[config.mk]
export PLATFORM = sky130hd
export DESIGN_NAME = psc_cell
export DESIGN_NICKNAME = d
export VERILOG_FILES = /design/src/hw/rtl/psc_pkg.sv /design/src/hw/rtl/psc_cell.sv
export SDC_FILE = /design/constraint.sdc
export NUM_CORES = 1
export LEC_CHECK = 0
export BUFFER_PORTS_ARGS = -buffer_cell sky130_fd_sc_hd__buf_2
export CAP_MARGIN = 20
export CORE_UTILIZATION = 36
export DETAILED_ROUTE_END_ITERATION = 6
export GPL_ROUTABILITY_DRIVEN = 0
export PLACE_DENSITY = 0.74
export REMOVE_ABC_BUFFERS = 1
export SLEW_MARGIN = 20
export SYNTH_ARGS = -nofsm -noshare
export SYNTH_HDL_FRONTEND = slang
export SYNTH_SLANG_ARGS = --single-unit
[constraint.sdc]
create_clock -name clk_i -period 1.85 [get_ports clk_i]
set_input_delay 0.185 -clock clk_i [delete_from_list [all_inputs] [get_ports clk_i]]
set_output_delay 0.185 -clock clk_i [all_outputs]
set_load 0.02 [all_outputs]
[src/hw/rtl/psc_pkg.sv]
// Shared types for the palindromic substring counter.
package psc_pkg;

  localparam int unsigned SymbolW = 8;
  localparam int unsigned CountW  = 15;
  localparam int unsigned CountMax = 32767;

  typedef struct packed {
    logic [SymbolW-1:0] symbol;
    logic               last_symbol;
  } in_beat_t;

  typedef struct packed {
    logic [CountW-1:0] palindrome_count;
    logic              length_exceeded;
  } out_beat_t;

  // Broadcast control from the sequencer to every cell.
  typedef struct packed {
    logic shift;  // new symbol enters the history line
    logic clear;  // end of string: drop history and palindrome bits
  } cell_ctrl_t;

endpackage

[src/hw/rtl/psc_cell.sv]
// One history cell: holds a symbol, its valid bit, a palindrome-end bit and a partial sum.
module psc_cell #(
  parameter int unsigned SYM_W = 8,
  parameter int unsigned SUM_W = 9
) (
  input  logic                 clk_i,
  input  logic                 rst_ni,
  input  psc_pkg::cell_ctrl_t  ctrl_i,
  input  logic [SYM_W-1:0]     sym_new_i,
  input  logic                 inner_i,
  input  logic [SYM_W-1:0]     sym_prev_i,
  input  logic                 valid_prev_i,
  input  logic [SUM_W-1:0]     sum_prev_i,
  output logic [SYM_W-1:0]     sym_o,
  output logic                 valid_o,
  output logic                 pal_o,
  output logic [SUM_W-1:0]     sum_o
);

  logic [SYM_W-1:0] sym_q;
  logic             valid_q, valid_d;
  logic             pal_q, pal_d;
  logic [SUM_W-1:0] sum_q, sum_d;
  logic             hit;

  // Palindrome of this cell's length ends at the new symbol.
  assign hit = ctrl_i.shift & valid_q & (sym_q == sym_new_i) & inner_i;

  always_comb begin
    sum_d   = sum_prev_i + SUM_W'(hit);
    valid_d = valid_q;
    pal_d   = pal_q;
    if (ctrl_i.shift) begin
      valid_d = valid_prev_i;
      pal_d   = hit;
    end
    if (ctrl_i.clear) begin
      valid_d = 1'b0;
      pal_d   = 1'b0;
    end
  end

  always_ff @(posedge clk_i or negedge rst_ni) begin
    if (!rst_ni) begin
      valid_q <= 1'b0;
      pal_q   <= 1'b0;
      sum_q   <= '0;
    end else begin
      valid_q <= valid_d;
      pal_q   <= pal_d;
      sum_q   <= sum_d;
    end
  end

  always_ff @(posedge clk_i) begin
    if (ctrl_i.shift) begin
      sym_q <= sym_prev_i;
    end
  end

  assign sym_o   = sym_q;
  assign valid_o = valid_q;
  assign pal_o   = pal_q;
  assign sum_o   = sum_q;

endmodule

==> results of run 1 <==
==> final cells by class <==
type,instances,share of cell area (%)
multi-input cells,36,25.5
repair buffers,53,24.2
well taps,27,2.95
clock buffers,4,2.29
flip-flops and latches,19,45.0
==> cell families (layout without fill, tap and decap cells) <==
logic type / after synthesis / in the layout / share of synthesized area, %
AOI/OAI and AO/OA: 1 / 1 / 0.644
xor gates and xnor gates: 15 / 15 / 16.9
DFF: 19 / 19 / 66.3
adders and majority gates: 2 / 2 / 3.22
muxes: 1 / 1 / 1.29
and+or+nand+nor: 17 / 17 / 11.6
buffers and inverters: 0 / 57 / 0
==> layer usage <==
metal | routed length (um) | vias up
met4 | 0 | 0
met3 | 157 | 0
met2 | 764 | 32
met5 | 0 | -
met1 | 568 | 289
li1 | - | 306
==> worst max-delay path, stage by stage, from the launching register on <==
cell and delay, ns:
edfxtp_1 0.42, xnor2_1 0.14, nand4_1 0.14, nor4_2 0.31, ha_2 0.26, ha_4 0.16, nand3_1 0.08, xnor2_1 0.13
==> registers in the layout, indices dropped and copies added, names as in the netlist <==
| register | flops |
|---|---|
| valid_o | 1 |
| sym_o | 8 |
| sum_o | 9 |
| pal_o | 1 |
==> power by group through the flow <==
stage | Sequential, mW | Combinational, mW | Clock, mW
floorplan | 0.521 | 0.0297 | 0
global placement | 0.487 | 0.138 | 0
detailed placement | 0.487 | 0.141 | 0
CTS | 0.478 | 0.145 | 0.214
global route | 0.481 | 0.160 | 0.231
finish | 0.477 | 0.147 | 0.200
==> what timing repair did <==
item	in CTS	in global routing
hold buffers	1	0
setup endpoints to repair	4	4
gates resized for setup	3	3
pin swaps	1	0
buffers inserted	0	1
endpoints found under the hold margin	11	0
==> worst max path at each step <==
stage          slack (ns)  cells past startpoint  endpoint
4_1_cts              0.02                      7  sum_o[4]
2_1_floorplan        -0.1                      8  sum_o[4]
5_1_grt             -0.04                      8  sum_o[6]
6_report             0.10                      7  sum_o[6]
3_5_place_dp        -0.08                      8  sum_o[8]
3_3_place_gp        -0.02                      8  sum_o[6]
==> cells in the final DEF (no fill, tap or decap) <==
| cell | Yosys | final |
|---|---|---|
| buf_2 | 0 | 49 |
| buf_4 | 0 | 3 |
| o21ai_1 | 1 | 1 |
| ha_2 | 0 | 1 |
| nand2_1 | 1 | 1 |
| clkbuf_1 | 0 | 1 |
| xor2_1 | 5 | 5 |
| nor4_2 | 0 | 1 |
| nand4_1 | 2 | 2 |
| or4_1 | 1 | 1 |
| and3_1 | 2 | 2 |
| ha_4 | 0 | 1 |
| dfrtp_1 | 11 | 11 |
| clkbuf_4 | 0 | 3 |
| nand2b_1 | 1 | 1 |
| nor2_1 | 3 | 3 |
| nand3_1 | 6 | 4 |
| dlygate4sd3_1 | 0 | 1 |
| mux2i_1 | 1 | 1 |
| nand3_2 | 0 | 2 |
| edfxtp_1 | 8 | 8 |
| xnor2_1 | 10 | 10 |
==> through the flow <==
step	TNS [ns]	area [um^2]
floorplan	-0.283	777
global placement	-0.0647	1070
detailed placement	-0.231	1070
CTS	0	1120
global route	-0.123	1150
finish	0	1150
==> flow_summary.html, run 1 <==
<table>
<tr><th>Metric</th><th>Value</th></tr>
<tr><th colspan="2">Route</th></tr>
<tr><td>Detailed Route WL</td><td>1490 um</td></tr>
<tr><td>DR pass1 iterations</td><td>1</td></tr>
<tr><td>Avg WL per Cell</td><td>10.7 um</td></tr>
<tr><td>Number of design-rule violations left by the first detailed-router iteration</td><td>0</td></tr>
<tr><td>Routed Antenna Nets</td><td>0</td></tr>
<tr><td>Residual DRC</td><td>0</td></tr>
<tr><td>Vias after detailed routing</td><td>627</td></tr>
<tr><td>Post-DR vias/cell</td><td>roughly 4.5</td></tr>
<tr><th colspan="2">Power</th></tr>
<tr><td>Relative contribution of sequential cells to total power</td><td>57.9%</td></tr>
<tr><td>Power after layout</td><td>0.825 mW</td></tr>
<tr><td>Power density over the cells</td><td>719 nW/um^2</td></tr>
<tr><td>Internal Pwr Total</td><td>0.616 mW</td></tr>
<tr><td>Net Sw Power</td><td>0.209 mW</td></tr>
<tr><td>Net switching fraction of the power</td><td>25.4%</td></tr>
<tr><td>Peak supply drop</td><td>0.315 mV</td></tr>
<tr><td>Standby leakage power</td><td>0.531 nW</td></tr>
<tr><td>Part of the total power dissipated in combinational logic</td><td>17.8%</td></tr>
<tr><td>Clock share of power</td><td>24.3%</td></tr>
<tr><th colspan="2">Logic synthesis</th></tr>
<tr><td>Number of flops mapped to enable cells by yosys</td><td>8</td></tr>
<tr><td>Most common cell in the synthesized netlist</td><td>dfrtp_1</td></tr>
<tr><td>Largest cells by area after synthesis</td><td>dfrtp_1, edfxtp_1, xnor2_1, xor2_1, nand3_1</td></tr>
<tr><td>Area of the mapped netlist</td><td>777 um^2</td></tr>
<tr><td>Leading cell types by count after synthesis</td><td>dfrtp_1, xnor2_1, edfxtp_1</td></tr>
<tr><td>Count of synthesis-stage warnings from yosys</td><td>0</td></tr>
<tr><td>Portion of the post-synthesis area used by sequential elements</td><td>66.3%</td></tr>
<tr><td>Number of instances in the synthesized netlist</td><td>55</td></tr>
<tr><td>Post-Syn Area per Cell</td><td>14.1 um^2</td></tr>
<tr><td>Fraction of synthesized cell area taken by the top area cell type</td><td>35.4%</td></tr>
<tr><td>Number of storage elements in the synthesis netlist</td><td>19</td></tr>
<tr><td>Fraction of synthesis flops using an asynchronous set or reset pin</td><td>57.9%</td></tr>
<tr><td>Most instantiated flip-flop cell in the synthesis netlist</td><td>dfrtp_1</td></tr>
<tr><td>Count of different cell masters after synthesis</td><td>15</td></tr>
<tr><td>Library cell occupying the most area in the post-synthesis netlist</td><td>dfrtp_1</td></tr>
<tr><th colspan="2">Die</th></tr>
<tr><td>Die Height</td><td>48.5 um</td></tr>
<tr><td>Total core area</td><td>2000 um^2</td></tr>
<tr><td>Die area</td><td>2350 um^2</td></tr>
<tr><td>Die boundary width</td><td>roughly 48 um</td></tr>
<tr><td>Number of placement rows</td><td>16</td></tr>
<tr><td>Initial Util</td><td>38.8%</td></tr>
<tr><td>Ports</td><td>50</td></tr>
<tr><th colspan="2">Global routing</th></tr>
<tr><td>Initial antenna violation count</td><td>0</td></tr>
<tr><td>Number of global-route vias before repair</td><td>642</td></tr>
<tr><td>Met3 Track Usage GR</td><td>~4.7%</td></tr>
<tr><td>Global routing usage summed across all routing layers</td><td>14.9%</td></tr>
<tr><td>Met2 Usage GRT</td><td>26.3%</td></tr>
<tr><td>Met1 Resource Use GR</td><td>16.7%</td></tr>
<tr><td>Global-route wire length before repair</td><td>2660 um</td></tr>
<tr><td>Grt peak-use layer</td><td>met2</td></tr>
<tr><td>Final global-route overflow total</td><td>0</td></tr>
<tr><td>Maximum number of pins on one net before global-route repair</td><td>12</td></tr>
<tr><th colspan="2">STA</th></tr>
<tr><td>Max_slew headroom</td><td>83.8%</td></tr>
<tr><td>Final Cycle Share</td><td>94.4%</td></tr>
<tr><td>Final setup violating endpoints</td><td>0</td></tr>
<tr><td>Transition time at the pin with the least slew margin</td><td>~0.24 ns</td></tr>
<tr><td>Final max-slew violation count</td><td>0</td></tr>
<tr><td>Highest Clock Rate</td><td>between 0.5 and 0.6 GHz</td></tr>
<tr><td>RSZ-0062 raised after global routing</td><td>yes</td></tr>
<tr><td>Final hold violations</td><td>0</td></tr>
<tr><td>Final setup margin</td><td>0.103 ns</td></tr>
<tr><td>Min cycle time layout</td><td>1.75 ns</td></tr>
<tr><td>Final-layout worst hold slack</td><td>0.0597 ns</td></tr>
<tr><td>Worst Clk Skew</td><td>roughly 0.0046 ns</td></tr>
<tr><th colspan="2">Finish</th></tr>
<tr><td>Register area</td><td>approximately 520 um^2</td></tr>
<tr><td>Number of fill cells</td><td>162</td></tr>
<tr><td>Multi-input gate area</td><td>293 um^2</td></tr>
<tr><td>Number of standard cells in the layout, taps in and fillers out</td><td>around 140</td></tr>
<tr><td>Antenna cell count</td><td>0</td></tr>
<tr><td>Fin util</td><td>between 50% and 60%</td></tr>
<tr><td>Layout overhead on the synthesized area</td><td>47.5%</td></tr>
<tr><td>Number of nets in the finished design</td><td>around 150</td></tr>
<tr><td>Share of post-route cells with drive strength above 1</td><td>53.6%</td></tr>
<tr><th colspan="2">Clocking</th></tr>
<tr><td>CTS H-Tree Depth</td><td>1</td></tr>
<tr><td>Maximum count of clock buffers along a single path</td><td>2</td></tr>
<tr><td>CTS tree</td><td>yes</td></tr>
<tr><td>Later-pin clock latency in the skew report</td><td>0.29 ns</td></tr>
<tr><td>Clock Root Buffer</td><td>clkbuf_4</td></tr>
<tr><td>Total clock buffers created by CTS</td><td>3</td></tr>
<tr><td>Sink Count</td><td>19</td></tr>
<tr><td>Clock transition at the registers of the reported paths</td><td>0.10 ns</td></tr>
<tr><th colspan="2">Setup path</th></tr>
<tr><td>Largest fanout of any net on the critical path</td><td>4</td></tr>
<tr><td>Startpoint types</td><td>flop</td></tr>
<tr><td>Worst Reg2Reg Path Length in Cells</td><td>7</td></tr>
<tr><td>Worst Path Required</td><td>2.04 ns</td></tr>
<tr><td>Arrival time at the worst endpoint</td><td>1.93 ns</td></tr>
<tr><td>Category of the most critical setup path</td><td>flop to flop</td></tr>
<tr><td>Source of the worst register-to-register timing path</td><td>sym_o[1]</td></tr>
<tr><td>Worst reg2reg endpoint</td><td>sum_o[6]</td></tr>
<tr><td>Slack of the worst reg-to-reg path</td><td>about 0.10 ns</td></tr>
<tr><td>Startpoint of the worst setup timing path</td><td>sym_o[1]</td></tr>
<tr><td>Crit end category</td><td>flop</td></tr>
<tr><th colspan="2">Run</th></tr>
<tr><td>Total of max-cap violations</td><td>0</td></tr>
<tr><th colspan="2">Run status</th></tr>
<tr><td>Status</td><td>finished clean</td></tr>
<tr><th colspan="2">Hold path</th></tr>
<tr><td>Hold path cells</td><td>2</td></tr>
<tr><td>Worst Min Path Start</td><td>ctrl_i[0]</td></tr>
<tr><td>Worst Hold Path EP</td><td>valid_o</td></tr>
<tr><td>Hold/Removal Path Class</td><td>input port to flop</td></tr>
<tr><th colspan="2">Placement</th></tr>
<tr><td>Post-Place Worst Slack</td><td>-0.0805 ns</td></tr>
<tr><td>Port Buf Inserts</td><td>49</td></tr>
<tr><td>Number of placed cells counting well taps</td><td>about 130</td></tr>
</table>
Power figures use the tool's default switching activity.
==> inputs of run 2 (changes only) <==
--- a/config.mk
+++ b/config.mk
@@ -5,12 +5,13 @@
 export SDC_FILE = /design/constraint.sdc
 export NUM_CORES = 1
 export LEC_CHECK = 0
+export ABC_AREA = 1
 export BUFFER_PORTS_ARGS = -buffer_cell sky130_fd_sc_hd__buf_2
 export CAP_MARGIN = 20
-export CORE_UTILIZATION = 36
+export CORE_UTILIZATION = 39
 export DETAILED_ROUTE_END_ITERATION = 6
 export GPL_ROUTABILITY_DRIVEN = 0
-export PLACE_DENSITY = 0.74
+export PLACE_DENSITY = 0.75
 export REMOVE_ABC_BUFFERS = 1
 export SLEW_MARGIN = 20
 export SYNTH_ARGS = -nofsm -noshare
==> run 2 against run 1 <==
The flow now finishes with violations (setup timing). Synthesized cell count up 73%. Sequential power about the same. Power grew 7.1%. Sequential cell count is the same. Global-route usage increased by 2.0 points. Cell area rose by 23%. Die area up 8.7%. Worst hold slack gained 0.0080 ns. Cell count grew 37%. Clock skew increased by 0.0032 ns. Non-clock buffer count up 10. Count of clock-buffer cells in the layout did not move. Critical path type unchanged.
==> flow_summary.html, run 2 <==
<table>
<tr><th>Metric</th><th>Value</th></tr>
<tr><th colspan="2">Setup path</th></tr>
<tr><td>Source of the worst register-to-register timing path</td><td>sym_o[4]</td></tr>
<tr><td>Arrival time at the worst endpoint</td><td>roughly 2.1 ns</td></tr>
<tr><td>Critical path's top delay family</td><td>simple AND/OR/NAND/NOR gates</td></tr>
<tr><td>Worst Reg2Reg Path Length in Cells</td><td>11</td></tr>
<tr><td>Startpoint types</td><td>flop</td></tr>
<tr><td>Cell with the largest stage delay on the worst path</td><td>edfxtp_1</td></tr>
<tr><td>Buf/Inv on CP</td><td>0</td></tr>
<tr><td>Largest stage delay, worst path</td><td>0.45 ns</td></tr>
<tr><td>Sequence of cells on the critical path</td><td>xnor2_2, nor2b_4, nand2_2, nor3_2, ha_2, ha_4, nand3_4, nor3_4, nand3_1, nand2_1, nand2_1</td></tr>
<tr><td>Slack of the worst reg-to-reg path</td><td>-0.08 ns</td></tr>
<tr><td>Category of the most critical setup path</td><td>flop to flop</td></tr>
<tr><td>Worst reg2reg endpoint</td><td>sum_o[8]</td></tr>
<tr><td>Worst Path Required</td><td>2.04 ns</td></tr>
<tr><td>Crit end category</td><td>flop</td></tr>
<tr><td>Largest fanout of any net on the critical path</td><td>3</td></tr>
<tr><td>Dominant cell type by count on the critical path</td><td>nand2_1</td></tr>
<tr><th colspan="2">STA</th></tr>
<tr><td>Min cycle time layout</td><td>1.93 ns</td></tr>
<tr><td>Final Cycle Share</td><td>104%</td></tr>
<tr><td>Highest Clock Rate</td><td>~0.52 GHz</td></tr>
<tr><td>RSZ-0062 raised after global routing</td><td>yes</td></tr>
<tr><td>Transition time at the pin with the least slew margin</td><td>0.269 ns</td></tr>
<tr><td>Final setup margin</td><td>-0.0804 ns</td></tr>
<tr><td>Final hold violations</td><td>0</td></tr>
<tr><td>Final setup violating endpoints</td><td>4</td></tr>
<tr><td>Final max-slew violation count</td><td>0</td></tr>
<tr><td>Max_slew headroom</td><td>81.9%</td></tr>
<tr><td>Worst Clk Skew</td><td>roughly 0.0078 ns</td></tr>
<tr><th colspan="2">Die</th></tr>
<tr><td>Die Height</td><td>50.5 um</td></tr>
<tr><td>Total core area</td><td>2210 um^2</td></tr>
<tr><td>Number of placement rows</td><td>17</td></tr>
<tr><td>Die boundary width</td><td>50.5 um</td></tr>
<tr><td>Initial Util</td><td>41.5%</td></tr>
<tr><td>Die area</td><td>roughly 2600 um^2</td></tr>
<tr><td>Ports</td><td>50</td></tr>
<tr><th colspan="2">Finish</th></tr>
<tr><td>Antenna cell count</td><td>0</td></tr>
<tr><td>Layout Cell Area excl Fill</td><td>1410 um^2</td></tr>
<tr><td>Largest register FFs</td><td>9</td></tr>
<tr><td>Share of post-route cells with drive strength above 1</td><td>47.5%</td></tr>
<tr><td>Fin util</td><td>63.9%</td></tr>
<tr><td>Most frequent standard cell in the layout excluding fill and tap cells</td><td>buf_2</td></tr>
<tr><td>Layout overhead on the synthesized area</td><td>54.0%</td></tr>
<tr><td>Number of nets in the finished design</td><td>~200</td></tr>
<tr><td>Number of standard cells in the layout, taps in and fillers out</td><td>190</td></tr>
<tr><td>Leading cell types in the layout, fill and taps excluded</td><td>buf_2, nand2_1, inv_1</td></tr>
<tr><th colspan="2">Placement</th></tr>
<tr><td>Port Buf Inserts</td><td>approximately 50</td></tr>
<tr><td>Number of placed cells counting well taps</td><td>182</td></tr>
<tr><td>Area after detailed placement</td><td>1270 um^2</td></tr>
<tr><td>HPWL Detailed</td><td>1590 um</td></tr>
<tr><th colspan="2">Hold path</th></tr>
<tr><td>Hold/Removal Path Class</td><td>input port to flop</td></tr>
<tr><td>Worst Min Path Start</td><td>sym_prev_i[3]</td></tr>
<tr><td>Hold path cells</td><td>1</td></tr>
<tr><td>Worst Hold Path EP</td><td>sym_o[3]</td></tr>
<tr><th colspan="2">Route</th></tr>
<tr><td>Vias after detailed routing</td><td>848</td></tr>
<tr><td>Residual DRC</td><td>0</td></tr>
<tr><td>Detailed Route WL</td><td>2080 um</td></tr>
<tr><td>Avg WL per Cell</td><td>10.9 um</td></tr>
<tr><td>Post-DR vias/cell</td><td>between 4 and 5</td></tr>
<tr><td>Number of design-rule violations left by the first detailed-router iteration</td><td>7</td></tr>
<tr><td>DR pass1 iterations</td><td>4</td></tr>
<tr><td>Routed Antenna Nets</td><td>0</td></tr>
<tr><th colspan="2">Clocking</th></tr>
<tr><td>CTS tree</td><td>yes</td></tr>
<tr><td>Total clock buffers created by CTS</td><td>3</td></tr>
<tr><td>Clock Root Buffer</td><td>clkbuf_4</td></tr>
<tr><td>Clock transition at the registers of the reported paths</td><td>0.10 ns</td></tr>
<tr><td>CTS H-Tree Depth</td><td>1</td></tr>
<tr><td>Later-pin clock latency in the skew report</td><td>0.28 ns</td></tr>
<tr><td>Sink Count</td><td>19</td></tr>
<tr><td>Maximum count of clock buffers along a single path</td><td>2</td></tr>
<tr><th colspan="2">Logic synthesis</th></tr>
<tr><td>Leading cell types by count after synthesis</td><td>nand2_1, inv_1, dfrtp_1</td></tr>
<tr><td>Number of instances in the synthesized netlist</td><td>95</td></tr>
<tr><td>Fraction of synthesis flops using an asynchronous set or reset pin</td><td>between 50% and 60%</td></tr>
<tr><td>Portion of the post-synthesis area used by sequential elements</td><td>56.1%</td></tr>
<tr><td>Number of flops mapped to enable cells by yosys</td><td>8</td></tr>
<tr><td>Fraction of synthesized cell area taken by the top area cell type</td><td>30.0%</td></tr>
<tr><td>Post-Syn Area per Cell</td><td>9.67 um^2</td></tr>
<tr><td>Count of synthesis-stage warnings from yosys</td><td>0</td></tr>
<tr><td>Count of different cell masters after synthesis</td><td>19</td></tr>
<tr><td>Most instantiated flip-flop cell in the synthesis netlist</td><td>dfrtp_1</td></tr>
<tr><td>Library cell occupying the most area in the post-synthesis netlist</td><td>dfrtp_1</td></tr>
<tr><td>Number of storage elements in the synthesis netlist</td><td>19</td></tr>
<tr><td>Area of the mapped netlist</td><td>918 um^2</td></tr>
<tr><td>Most common cell in the synthesized netlist</td><td>nand2_1</td></tr>
<tr><td>Largest cells by area after synthesis</td><td>dfrtp_1, edfxtp_1, nand2_1, inv_1, xor2_1</td></tr>
<tr><th colspan="2">Run status</th></tr>
<tr><td>Violations in the final reports</td><td>setup timing</td></tr>
<tr><td>Status</td><td>finished with violations</td></tr>
<tr><th colspan="2">Global routing</th></tr>
<tr><td>Global-route wire length before repair</td><td>3170 um</td></tr>
<tr><td>Final global-route overflow total</td><td>0</td></tr>
<tr><td>Number of global-route vias before repair</td><td>882</td></tr>
<tr><td>Maximum number of pins on one net before global-route repair</td><td>12</td></tr>
<tr><td>Global routing usage summed across all routing layers</td><td>between 10% and 20%</td></tr>
<tr><td>Initial antenna violation count</td><td>0</td></tr>
<tr><th colspan="2">Power</th></tr>
<tr><td>Power density over the cells</td><td>625 nW/um^2</td></tr>
<tr><td>Power after layout</td><td>between 0.8 and 0.9 mW</td></tr>
<tr><td>Standby leakage power</td><td>approximately 0.74 nW</td></tr>
<tr><td>Peak supply drop</td><td>approximately 0.47 mV</td></tr>
<tr><th colspan="2">Run</th></tr>
<tr><td>Total of max-cap violations</td><td>0</td></tr>
</table>
## run 2: cell types whose count changed in the layout (fill, tap and decap cells not counted), sizes merged, moves of 2 or more
cell,previous run,this run
and3,2,0
buf,52,62
xnor2,10,4
nand2,1,25
nor3,0,2
nor2,3,8
inv,0,15
o21ai,1,3
## run 2: where the power goes
part	internal, mW	switching, mW
clock network	0.0836	0.114
logic	0.0918	0.114
registers	0.467	0.0129
total	0.643	0.241
## run 2: metrics by stage
stage	TNS (ns)	setup slack, ns	hold WS [ns]
floorplan	-0.134	-0.106	-0.111
global placement	-0.0371	-0.0371	0.0624
detailed placement	-0.256	-0.138	0.0625
CTS	-0.0603	-0.0345	0.0626
global route	-0.684	-0.199	0.0449
finish	-0.106	-0.0804	0.0677
## run 2: worst register-to-register path: stages, from the launching register on
cell and delay [ns]:
edfxtp_1 0.45, xnor2_2 0.20, nor2b_4 0.18, nand2_2 0.05, nor3_2 0.11, ha_2 0.24
ha_4 0.15, nand3_4 0.08, nor3_4 0.16, nand3_1 0.09, nand2_1 0.07, nand2_1 0.05
## run 2: cells by family (layout without fill, tap and decap cells)
group	after synthesis	count (layout)	share of synthesized area (%)
simple gates	45	45	22.9
buf+inv	15	82	6.13
compound gates	4	4	2.59
fa+ha+maj	2	2	2.72
flops	19	19	56.1
xor+xnor	10	10	9.54
## run 2: layer usage
| layer | up-vias | GRT usage (%) | share of wire (%) |
|---|---|---|---|
| li1 | 431 | - | - |
| met2 | 26 | 34.2 | 60 |
| met1 | 391 | 15.8 | 36 |
| met5 | - | 0 | 0 |
| met4 | 0 | 8.33 | 0 |
| met3 | 0 | 3.03 | 4.2 |
## run 2: cell type report
type / count / area [um^2]
multi-input combinational: 61 / 420
tap: 28 / 35.0
fill: 205 / 798
timing repair buffer: 63 / 360
clock buffer: 4 / 26.3
sequential: 19 / 515
inverter: 15 / 56.3
## run 2: worst max path at each step
stage,startpoint,depth (start not counted),slack (ns),end
finish,sym_o[4],11,-0.08,sum_o[8]
global route,sym_o[4],11,-0.20,sum_o[8]
CTS,sym_o[4],11,-0.03,sum_o[8]
detailed placement,sym_o[4],11,-0.14,sum_o[8]
global placement,sym_o[4],11,-0.04,sum_o[8]
floorplan,sym_o[4],11,-0.11,sum_o[8]
## run 2: what timing repair did
item                                    CTS  global route
pin swaps                                 3             4
buffers inserted                          2             1
endpoints found under the setup margin    4             7
gates resized for setup                   8             9
hold endpoints to repair                 11             0
hold buffers                              1             0
